$ cat src/hdl/rpn_pkg.sv
`timescale 1ns / 1ps
// rpn_pkg: shared types, sizes and codes for the rpn stack evaluator
// depends on nothing; used by rpn_alu, rpn_stack_evaluator_unit and tb

package rpn_pkg;

    localparam int STACK_DEPTH   = 32;
    localparam int FRACTION_BITS = 16;
    localparam int WORD_W        = 32;
    localparam int DEPTH_W       = $clog2(STACK_DEPTH + 1);
    localparam int ADDR_W        = $clog2(STACK_DEPTH);
    localparam int CNT_W         = $clog2(WORD_W);

    localparam logic [2:0] CMD_PUSH    = 3'd0;
    localparam logic [2:0] CMD_ADD     = 3'd1;
    localparam logic [2:0] CMD_SUB     = 3'd2;
    localparam logic [2:0] CMD_MUL     = 3'd3;
    localparam logic [2:0] CMD_DIV     = 3'd4;
    localparam logic [2:0] CMD_INVALID = 3'd5;
    localparam logic [2:0] CMD_END     = 3'd6;

    localparam logic [2:0] ST_OK        = 3'd0;
    localparam logic [2:0] ST_INVALID   = 3'd1;
    localparam logic [2:0] ST_UNDERFLOW = 3'd2;
    localparam logic [2:0] ST_DIVZERO   = 3'd3;
    localparam logic [2:0] ST_OVERFLOW  = 3'd4;
    localparam logic [2:0] ST_TOOFEW    = 3'd5;
    localparam logic [2:0] ST_TOOMANY   = 3'd6;

    localparam logic [WORD_W-1:0] WORD_MAX = {1'b0, {(WORD_W-1){1'b1}}};
    localparam logic [WORD_W-1:0] WORD_MIN = {1'b1, {(WORD_W-1){1'b0}}};

    typedef struct packed {
        logic [2:0]               command;
        logic signed [WORD_W-1:0] operand_value;
    } cmd_word_t;

    typedef struct packed {
        logic [2:0]               status;
        logic signed [WORD_W-1:0] final_value;
    } res_word_t;

    typedef struct packed {
        logic              start;
        logic [2:0]        op;
        logic [WORD_W-1:0] left;
        logic [WORD_W-1:0] right;
    } alu_req_t;

    typedef struct packed {
        logic              done;
        logic [WORD_W-1:0] result;
    } alu_rsp_t;

endpackage

$ cat src/hdl/rpn_ram.sv
`timescale 1ns / 1ps
// rpn_ram: generic single write port ram with one registered read port
// depends on nothing

module rpn_ram #(
    parameter int WIDTH = 32,
    parameter int DEPTH = 32
) (
    input  logic                     clk,
    input  logic                     we,
    input  logic [$clog2(DEPTH)-1:0] waddr,
    input  logic [WIDTH-1:0]         wdata,
    input  logic [$clog2(DEPTH)-1:0] raddr,
    output logic [WIDTH-1:0]         rdata
);

    logic [WIDTH-1:0] mem [DEPTH];
    logic [WIDTH-1:0] rdata_reg;

    always_ff @(posedge clk)
    begin
        if (we)
        begin
            mem[waddr] <= wdata;
        end
        rdata_reg <= mem[raddr];
    end

    assign rdata = rdata_reg;

endmodule

$ cat src/hdl/rpn_alu.sv
`timescale 1ns / 1ps
// rpn_alu: saturating fixed point add, subtract, multiply and bit-serial divide
// depends on rpn_pkg

module rpn_alu (
    input  logic              clk,
    input  logic              rst_n,
    input  rpn_pkg::alu_req_t req,
    output rpn_pkg::alu_rsp_t rsp
);

    localparam int W = rpn_pkg::WORD_W;

    localparam logic [2:0] A_IDLE = 3'd0;
    localparam logic [2:0] A_MUL  = 3'd1;
    localparam logic [2:0] A_DPRE = 3'd2;
    localparam logic [2:0] A_DIV  = 3'd3;
    localparam logic [2:0] A_FIN  = 3'd4;

    logic [2:0]                  state_reg, state_next;
    logic [W-1:0]                mag_a_reg, mag_a_next;
    logic [W-1:0]                mag_b_reg, mag_b_next;
    logic                        neg_reg, neg_next;
    logic [2*W-1:0]              mag_reg, mag_next;
    logic [W-1:0]                rem_reg, rem_next;
    logic [W-1:0]                quo_reg, quo_next;
    logic [rpn_pkg::CNT_W-1:0]   cnt_reg, cnt_next;
    logic [W-1:0]                result_reg, result_next;
    logic                        done_reg, done_next;

    logic [W-1:0]   abs_l, abs_r, hi_part;
    logic [W:0]     sum, diff, rem_sh, rem_sub;
    logic [2*W-1:0] prod;
    logic           take;

    assign abs_l   = req.left[W-1]  ? (~req.left + W'(1))  : req.left;
    assign abs_r   = req.right[W-1] ? (~req.right + W'(1)) : req.right;
    assign sum     = {req.left[W-1], req.left} + {req.right[W-1], req.right};
    assign diff    = {req.left[W-1], req.left} - {req.right[W-1], req.right};
    assign prod    = mag_a_reg * mag_b_reg;
    assign hi_part = mag_a_reg >> (W - rpn_pkg::FRACTION_BITS);
    assign rem_sh  = {rem_reg, quo_reg[W-1]};
    assign rem_sub = rem_sh - {1'b0, mag_b_reg};
    assign take    = rem_sh >= {1'b0, mag_b_reg};

    function automatic logic [W-1:0] sat33(input logic [W:0] v);
        logic [W-1:0] r;
        if (v[W] != v[W-1])
        begin
            r = v[W] ? rpn_pkg::WORD_MIN : rpn_pkg::WORD_MAX;
        end
        else
        begin
            r = v[W-1:0];
        end
        return r;
    endfunction

    always_comb
    begin
        state_next  = state_reg;
        mag_a_next  = mag_a_reg;
        mag_b_next  = mag_b_reg;
        neg_next    = neg_reg;
        mag_next    = mag_reg;
        rem_next    = rem_reg;
        quo_next    = quo_reg;
        cnt_next    = cnt_reg;
        result_next = result_reg;
        done_next   = 1'b0;
        unique case (state_reg)
            A_IDLE:
            begin
                if (req.start)
                begin
                    mag_a_next = abs_l;
                    mag_b_next = abs_r;
                    neg_next   = req.left[W-1] ^ req.right[W-1];
                    case (req.op) inside
                        rpn_pkg::CMD_ADD:
                        begin
                            result_next = sat33(sum);
                            done_next   = 1'b1;
                        end
                        rpn_pkg::CMD_SUB:
                        begin
                            result_next = sat33(diff);
                            done_next   = 1'b1;
                        end
                        rpn_pkg::CMD_MUL:
                        begin
                            state_next = A_MUL;
                        end
                        default:
                        begin
                            state_next = A_DPRE;
                        end
                    endcase
                end
            end
            A_MUL:
            begin
                mag_next   = prod >> rpn_pkg::FRACTION_BITS;
                state_next = A_FIN;
            end
            A_DPRE:
            begin
                if (hi_part >= mag_b_reg)
                begin
                    // quotient does not fit the word
                    mag_next   = {{(W-1){1'b0}}, 1'b1, {W{1'b0}}};
                    state_next = A_FIN;
                end
                else
                begin
                    rem_next   = hi_part;
                    quo_next   = W'(mag_a_reg << rpn_pkg::FRACTION_BITS);
                    cnt_next   = {rpn_pkg::CNT_W{1'b1}};
                    state_next = A_DIV;
                end
            end
            A_DIV:
            begin
                rem_next = take ? rem_sub[W-1:0] : rem_sh[W-1:0];
                quo_next = {quo_reg[W-2:0], take};
                cnt_next = cnt_reg - rpn_pkg::CNT_W'(1);
                if (cnt_reg == '0)
                begin
                    mag_next   = {{W{1'b0}}, quo_reg[W-2:0], take};
                    state_next = A_FIN;
                end
            end
            A_FIN:
            begin
                if (neg_reg)
                begin
                    result_next = (mag_reg > {{W{1'b0}}, rpn_pkg::WORD_MIN}) ?
                                  rpn_pkg::WORD_MIN : (~mag_reg[W-1:0] + W'(1));
                end
                else
                begin
                    result_next = (mag_reg > {{W{1'b0}}, rpn_pkg::WORD_MAX}) ?
                                  rpn_pkg::WORD_MAX : mag_reg[W-1:0];
                end
                done_next  = 1'b1;
                state_next = A_IDLE;
            end
            default:
            begin
                state_next = A_IDLE;
            end
        endcase
    end

    always_ff @(posedge clk or negedge rst_n)
    begin
        if (!rst_n)
        begin
            state_reg <= A_IDLE;
            done_reg  <= 1'b0;
        end
        else
        begin
            state_reg <= state_next;
            done_reg  <= done_next;
        end
    end

    always_ff @(posedge clk)
    begin
        mag_a_reg  <= mag_a_next;
        mag_b_reg  <= mag_b_next;
        neg_reg    <= neg_next;
        mag_reg    <= mag_next;
        rem_reg    <= rem_next;
        quo_reg    <= quo_next;
        cnt_reg    <= cnt_next;
        result_reg <= result_next;
    end

    assign rsp.done   = done_reg;
    assign rsp.result = result_reg;

endmodule

$ cat src/hdl/rpn_stack_evaluator_unit.sv
`timescale 1ns / 1ps
// rpn_stack_evaluator_unit: reverse-polish evaluator top level with operand stack
// depends on rpn_pkg, rpn_ram and rpn_alu
//
// usage:
//   cmd channel (cmd_valid/cmd_ready/cmd_word) takes one token word at a time:
//   push number, add, subtract, multiply, divide, invalid token or end.
//   res channel (res_valid/res_ready/res_word) gives one word per end token
//   with the status and the final value.
// token handling:
//   push, invalid and ignored tokens are handled without leaving the idle state.
//   add, subtract, multiply and divide do two stack reads, then use the shared
//   alu unless a divide has a zero divisor; divide runs one quotient bit per cycle, 32 steps.
//   an end token does one stack read before its result word is
//   registered; cmd_ready is low while a token is being worked on.
// reset:
//   the stack is empty and no error is held; stack contents stay unknown.
// stall:
//   a waiting result word holds while res_ready is low; tokens other than end
//   are still taken, a second end token waits until the first word leaves.

module rpn_stack_evaluator_unit (
    input  logic               clk,
    input  logic               rst_n,
    input  logic               cmd_valid,
    output logic               cmd_ready,
    input  rpn_pkg::cmd_word_t cmd_word,
    output logic               res_valid,
    input  logic               res_ready,
    output rpn_pkg::res_word_t res_word
);

    localparam int W  = rpn_pkg::WORD_W;
    localparam int DW = rpn_pkg::DEPTH_W;
    localparam int AW = rpn_pkg::ADDR_W;

    localparam logic [2:0] S_IDLE = 3'd0;
    localparam logic [2:0] S_RDB  = 3'd1;
    localparam logic [2:0] S_RDA  = 3'd2;
    localparam logic [2:0] S_CALC = 3'd3;
    localparam logic [2:0] S_END  = 3'd4;

    logic [2:0]         state_reg, state_next;
    logic [DW-1:0]      depth_reg, depth_next;
    logic [2:0]         held_reg, held_next;
    logic [2:0]         op_reg, op_next;
    logic [W-1:0]       b_reg, b_next;
    logic               res_valid_reg, res_valid_next;
    rpn_pkg::res_word_t res_word_reg, res_word_next;

    logic               cmd_fire;
    logic [DW-1:0]      depth_m1, depth_m2;
    logic               we;
    logic [AW-1:0]      waddr, raddr;
    logic [W-1:0]       wdata, rdata;
    rpn_pkg::alu_req_t  alu_req;
    rpn_pkg::alu_rsp_t  alu_rsp;

    assign cmd_ready = (state_reg == S_IDLE);
    assign cmd_fire  = cmd_valid & cmd_ready;
    assign depth_m1  = depth_reg - DW'(1);
    assign depth_m2  = depth_reg - DW'(2);
    assign raddr     = (state_reg == S_RDB) ? depth_m2[AW-1:0] : depth_m1[AW-1:0];

    rpn_ram #(
        .WIDTH(W),
        .DEPTH(rpn_pkg::STACK_DEPTH)
    ) u_stack (
        .clk  (clk),
        .we   (we),
        .waddr(waddr),
        .wdata(wdata),
        .raddr(raddr),
        .rdata(rdata)
    );

    rpn_alu u_alu (
        .clk  (clk),
        .rst_n(rst_n),
        .req  (alu_req),
        .rsp  (alu_rsp)
    );

    always_comb
    begin
        state_next     = state_reg;
        depth_next     = depth_reg;
        held_next      = held_reg;
        op_next        = op_reg;
        b_next         = b_reg;
        res_valid_next = res_valid_reg & ~res_ready;
        res_word_next  = res_word_reg;
        we             = 1'b0;
        waddr          = depth_reg[AW-1:0];
        wdata          = cmd_word.operand_value;
        alu_req.start  = 1'b0;
        alu_req.op     = op_reg;
        alu_req.left   = rdata;
        alu_req.right  = b_reg;
        unique case (state_reg)
            S_IDLE:
            begin
                if (cmd_fire)
                begin
                    if (cmd_word.command == rpn_pkg::CMD_END)
                    begin
                        state_next = S_END;
                    end
                    else if (held_reg == rpn_pkg::ST_OK)
                    begin
                        case (cmd_word.command) inside
                            rpn_pkg::CMD_PUSH:
                            begin
                                if (depth_reg >= DW'(rpn_pkg::STACK_DEPTH))
                                begin
                                    held_next = rpn_pkg::ST_OVERFLOW;
                                end
                                else
                                begin
                                    we         = 1'b1;
                                    depth_next = depth_reg + DW'(1);
                                end
                            end
                            rpn_pkg::CMD_ADD, rpn_pkg::CMD_SUB,
                            rpn_pkg::CMD_MUL, rpn_pkg::CMD_DIV:
                            begin
                                if (depth_reg < DW'(2))
                                begin
                                    held_next = rpn_pkg::ST_UNDERFLOW;
                                end
                                else
                                begin
                                    op_next    = cmd_word.command;
                                    state_next = S_RDB;
                                end
                            end
                            default:
                            begin
                                held_next = rpn_pkg::ST_INVALID;
                            end
                        endcase
                    end
                end
            end
            S_RDB:
            begin
                b_next     = rdata;
                state_next = S_RDA;
            end
            S_RDA:
            begin
                if (op_reg == rpn_pkg::CMD_DIV && b_reg == '0)
                begin
                    held_next  = rpn_pkg::ST_DIVZERO;
                    state_next = S_IDLE;
                end
                else
                begin
                    alu_req.start = 1'b1;
                    state_next    = S_CALC;
                end
            end
            S_CALC:
            begin
                waddr = depth_m2[AW-1:0];
                wdata = alu_rsp.result;
                if (alu_rsp.done)
                begin
                    we         = 1'b1;
                    depth_next = depth_m1;
                    state_next = S_IDLE;
                end
            end
            S_END:
            begin
                if (!res_valid_reg || res_ready)
                begin
                    res_valid_next            = 1'b1;
                    res_word_next.final_value = '0;
                    if (held_reg != rpn_pkg::ST_OK)
                    begin
                        res_word_next.status = held_reg;
                    end
                    else if (depth_reg == '0)
                    begin
                        res_word_next.status = rpn_pkg::ST_TOOFEW;
                    end
                    else if (depth_reg > DW'(1))
                    begin
                        res_word_next.status = rpn_pkg::ST_TOOMANY;
                    end
                    else
                    begin
                        res_word_next.status      = rpn_pkg::ST_OK;
                        res_word_next.final_value = rdata;
                    end
                    depth_next = '0;
                    held_next  = rpn_pkg::ST_OK;
                    state_next = S_IDLE;
                end
            end
            default:
            begin
                state_next = S_IDLE;
            end
        endcase
    end

    always_ff @(posedge clk or negedge rst_n)
    begin
        if (!rst_n)
        begin
            state_reg     <= S_IDLE;
            depth_reg     <= '0;
            held_reg      <= rpn_pkg::ST_OK;
            res_valid_reg <= 1'b0;
        end
        else
        begin
            state_reg     <= state_next;
            depth_reg     <= depth_next;
            held_reg      <= held_next;
            res_valid_reg <= res_valid_next;
        end
    end

    always_ff @(posedge clk)
    begin
        op_reg       <= op_next;
        b_reg        <= b_next;
        res_word_reg <= res_word_next;
    end

    assign res_valid = res_valid_reg;
    assign res_word  = res_word_reg;

endmodule

$ cat config.mk
export PLATFORM = sky130hd
export DESIGN_NAME = rpn_stack_evaluator_unit
export DESIGN_NICKNAME = d
export VERILOG_FILES = /design/src/hdl/rpn_pkg.sv /design/src/hdl/rpn_ram.sv /design/src/hdl/rpn_alu.sv /design/src/hdl/rpn_stack_evaluator_unit.sv
export SDC_FILE = /design/constraint.sdc
export NUM_CORES = 2
export LEC_CHECK = 0
export BUFFER_PORTS_ARGS = -buffer_cell sky130_fd_sc_hd__buf_2
export CELL_PAD_IN_SITES_DETAIL_PLACEMENT = 1
export CELL_PAD_IN_SITES_GLOBAL_PLACEMENT = 2
export CORE_MARGIN = 2
export CORE_UTILIZATION = 31
export CTS_CLUSTER_SIZE = 16
export DETAILED_ROUTE_END_ITERATION = 10
export GPL_TIMING_DRIVEN = 0
export PLACE_DENSITY = 0.64
export SYNTH_ARGS = -nofsm -noshare
export SYNTH_HDL_FRONTEND = slang
export SYNTH_SLANG_ARGS = --single-unit
$ cat constraint.sdc
create_clock -name clk -period 8.1 [get_ports clk]
set_clock_uncertainty 0.1 [all_clocks]
set_input_delay 1.62 -clock clk [delete_from_list [all_inputs] [get_ports clk]]
set_output_delay 1.62 -clock clk [all_outputs]
set_load 0.1 [all_outputs]
==> results.md <==
* Final GP Congestion at 0.956
* Worst-margin pin slew at 1.47 ns
* Syn_area_per_cell at approximately 12 sq um
* Initial Util at between 30% and 40%
* Cell Count, Final, Fillers Out at about 12000
* Worst Setup EP: u_alu.mag_reg[45]$_DFFE_PP_
* Global-route wire length before repair at 526000 microns
* Hold Crit Depth at 1
* Vias in the first global route at 67843
* EDFF count, synth at 1308
* PortBufs at 75
* Hold Crit Class: flip-flop to flip-flop
* CP Launch Type: flip-flop
* DR vias at 63350
* Crit path launch: u_alu.mag_b_reg[11]$_DFFE_PP_
* Gr usage total at 24.3%
* Die Wd at around 550 microns
* Antenna viol nets, final at 0
* Pre-antenna DRT Iters at 6
* Per-cell routed wire length at a little over 30 microns
* Crit end category: flip-flop
* Max_slew headroom at roughly 1.5%
* Std-Cell Rows at 201
* Syn nets at between 8000 and 9000
* Finished Core Util at 36.3%
* Clock sink count at 1357
* Nets at 9342
* Design Area, Final at ~110000 sq um
* Max FFs per register at 1024
* Share of cells above drive strength 1 at between 10% and 20%
* Cells on worst reg2reg path at 25
* Pre-CTS WS at -3.67 ns
* Sequential-to-total area share from yosys stat at 43.3%
* Area Overhead vs Synth at 16.6%
* Fraction of registers with async set/reset at under 10%
* Ys Warns at 0
* Most frequent cells in the layout: 1308 x edfxtp_1, 950 x inv_1, 852 x fa_1, 760 x nand2_1, 581 x and2_1
* Dominant synthesized flop cell: edfxtp_1
* # setup viols final at 19
* Final worst path period share at 103%
* Remaining DRCs at 0
* Most common cell after layout, fill and taps aside: edfxtp_1
* Inserted Clock Buffers at ~150
* Initial antenna violation count at 57
* Hold-fix buffers, CTS at 0
* Post-Route WL at roughly 370000 microns
* Ports at 76
* Fin. max-slew vios at 0
* DRT iter0 DRCs at 5946
* Worst path arrival time at ~9 ns
* Fin crit period at approximately 8.4 ns
* F_max at 0.120 GHz
* WS Path Type: flip-flop to flip-flop
* Cell Area, Placed at 99700 sq um
* CTS Buffer Depth at 4
* Post-Place Cells at approximately 12000
* Worst-path clk slew at roughly 0.07 ns
* Worst r2r src: u_alu.mag_b_reg[11]$_DFFE_PP_
* Worst Path Max Fanout at 10
* Reg-to-reg setup timing slack at -0.25 ns
* Root buf cell: clkbuf_16
* Placed wire-length estimate at 284000 microns
* Pin count of the biggest net entering global routing at 35
* RR Endpoint: u_alu.mag_reg[45]$_DFFE_PP_
* Final hold violation count at 0
* Max_cap viols at 1
* Total Die Area at between 300000 and 400000 sq um
* Setup slack after layout at -0.255 ns
* Overflow after GRT at 0
* TritonCTS clock tree: yes
* Synthesized cell area at between 90000 and 100000 sq um
* Unrepaired setup endpoints after global routing: true
* Vias per inst at between 5 and 6
* Violations in the final reports: capacitance limit, setup timing
* Chip Height at 552 microns
* Core Area at approximately 300000 sq um
* #FFs+latches synth at roughly 1400
* Status: finished, violations left
* Cell count after synthesis at around 7500
* H-tree depth at 4
* Count of cell types in the netlist at 87
* Skew-Pair Late Insertion Delay at roughly 0.8 ns
* Crit path required time at approximately 8.5 ns
[critical path: stages, from the launching register on]
cell and delay [ns]:
edfxtp_1 0.51, buf_4 0.21, clkbuf_16 0.20, clkinvlp_4 0.13, nor2_4 0.16, fa_1 0.44, fa_2 0.58, inv_1 0.07
fa_1 0.49, fa_1 0.51, inv_1 0.06, fa_2 0.62, fa_1 0.45, fa_2 0.62, fa_2 0.49, ha_4 0.32
nand4_1 0.19, nor3_4 0.21, nand4_1 0.26, nor3_4 0.31, o211a_4 0.27, o31a_4 0.24, a21oi_4 0.12, nor4_4 0.22
o21a_1 0.17, nor3_1 0.04
[cells by family (layout without fill, tap and decap cells)]
group,count (synthesis),count (layout),share of synthesized area (%)
other,0,17,0
adder cells (fa/ha/maj),1297,1297,24.6
AO/OA/AOI/OAI,887,887,6.01
flip-flops,1357,1357,43.3
buffers and inverters,1385,1956,5.62
XOR/XNOR,204,204,1.92
multiplexers,413,413,7.97
AND/OR/NAND/NOR,1993,1993,10.6
[synthesized netlist by cell type, types with 7 or more instances]
| cell type | instances | area (sq um) |
|---|---|---|
| o21bai_1 | 25 | 188 |
| o41ai_1 | 11 | 96.3 |
| nand2b_1 | 27 | 169 |
| a21oi_1 | 284 | 1420 |
| o21ai_0 | 179 | 896 |
| nand2_1 | 782 | 2940 |
| dfxtp_1 | 32 | 641 |
| or3_1 | 27 | 169 |
| buf_1 | 16 | 60.1 |
| o21a_1 | 16 | 120 |
| o2111ai_1 | 7 | 61.3 |
| o211ai_1 | 54 | 405 |
| nor2_1 | 257 | 965 |
| and2_1 | 603 | 3770 |
| xor2_1 | 35 | 307 |
| mux2i_1 | 88 | 881 |
| and3_1 | 37 | 231 |
| o21ai_1 | 27 | 135 |
| nor2b_1 | 38 | 238 |
| a31oi_1 | 25 | 156 |
| nand3_1 | 39 | 195 |
| o31ai_1 | 50 | 375 |
| dfrtp_1 | 17 | 425 |
| nand4_1 | 43 | 269 |
| clkbuf_1 | 345 | 1290 |
| o22ai_1 | 7 | 43.8 |
| inv_1 | 985 | 3700 |
| mux2_2 | 69 | 777 |
| or4_1 | 13 | 97.6 |
| a21o_1 | 81 | 608 |
| buf_2 | 34 | 170 |
| fa_1 | 898 | 18000 |
| mux4_2 | 256 | 5770 |
| nor3_1 | 63 | 315 |
| xnor2_1 | 169 | 1480 |
| or2_2 | 9 | 56.3 |
| a221oi_1 | 15 | 131 |
| a21boi_0 | 8 | 60.1 |
| a211oi_1 | 17 | 128 |
| edfxtp_1 | 1308 | 39300 |
| nor4_1 | 29 | 181 |
| ha_1 | 399 | 4990 |
[layer usage]
metal | up-vias | global-route usage (%) | share of wire (%)
li1 | 26694 | - | -
met1 | 33968 | 33.4 | 43
met2 | 2155 | 38.5 | 45
met3 | 529 | 4.38 | 7.2
met4 | 4 | 8.27 | 4.1
met5 | - | 0 | 0.0062
[area by class of cell]
cell class / count / area, sq um
clock inverters: 70 / 632
diodes: 17 / 42.5
multi-input cells: 4794 / 49000
fillers: 31801 / 191000
plain buffers: 383 / 2530
repair buffers: 334 / 3480
inverters: 990 / 3760
well taps: 3958 / 4950
flip-flops and latches: 1357 / 40300
clock buffers: 179 / 3910
[what timing repair did]
| item | in CTS | in global routing |
|---|---|---|
| resized for setup | 531 | 261 |
| setup endpoints to repair | 48 | 43 |
| cloned | 1 | 1 |
| pin swaps | 75 | 110 |
| hold endpoints to repair | 0 | 0 |
| buffers inserted | 164 | 43 |
[worst min-delay path by stage]
stage                                                  to                             from  slack (ns)
after floorplan                  depth_reg[5]$_DFFE_PN0P_         depth_reg[5]$_DFFE_PN0P_        0.39
after global placement        u_alu.quo_reg[17]$_DFFE_PP_      u_alu.quo_reg[16]$_DFFE_PP_        0.41
after detailed placement      u_alu.quo_reg[17]$_DFFE_PP_      u_alu.quo_reg[16]$_DFFE_PP_        0.43
after CTS                     u_alu.quo_reg[17]$_DFFE_PP_      u_alu.quo_reg[16]$_DFFE_PP_        0.42
after global routing          u_alu.quo_reg[17]$_DFFE_PP_      u_alu.quo_reg[16]$_DFFE_PP_        0.48
final                     u_alu.quo_reg[11]$_SDFFCE_PN0P_  u_alu.quo_reg[10]$_SDFFCE_PN0P_        0.44
[per-stage QoR]
stage	hold WS, ns	setup TNS [ns]
global route	0.482	-4.40
finish	0.442	-2.17
CTS	0.421	-1.58
floorplan	0.386	0
global placement	0.405	-346.56
detailed placement	0.427	-96.68
Power is not shown: default switching activity piles up to over one toggle a cycle in this logic, so the estimate is an artifact.
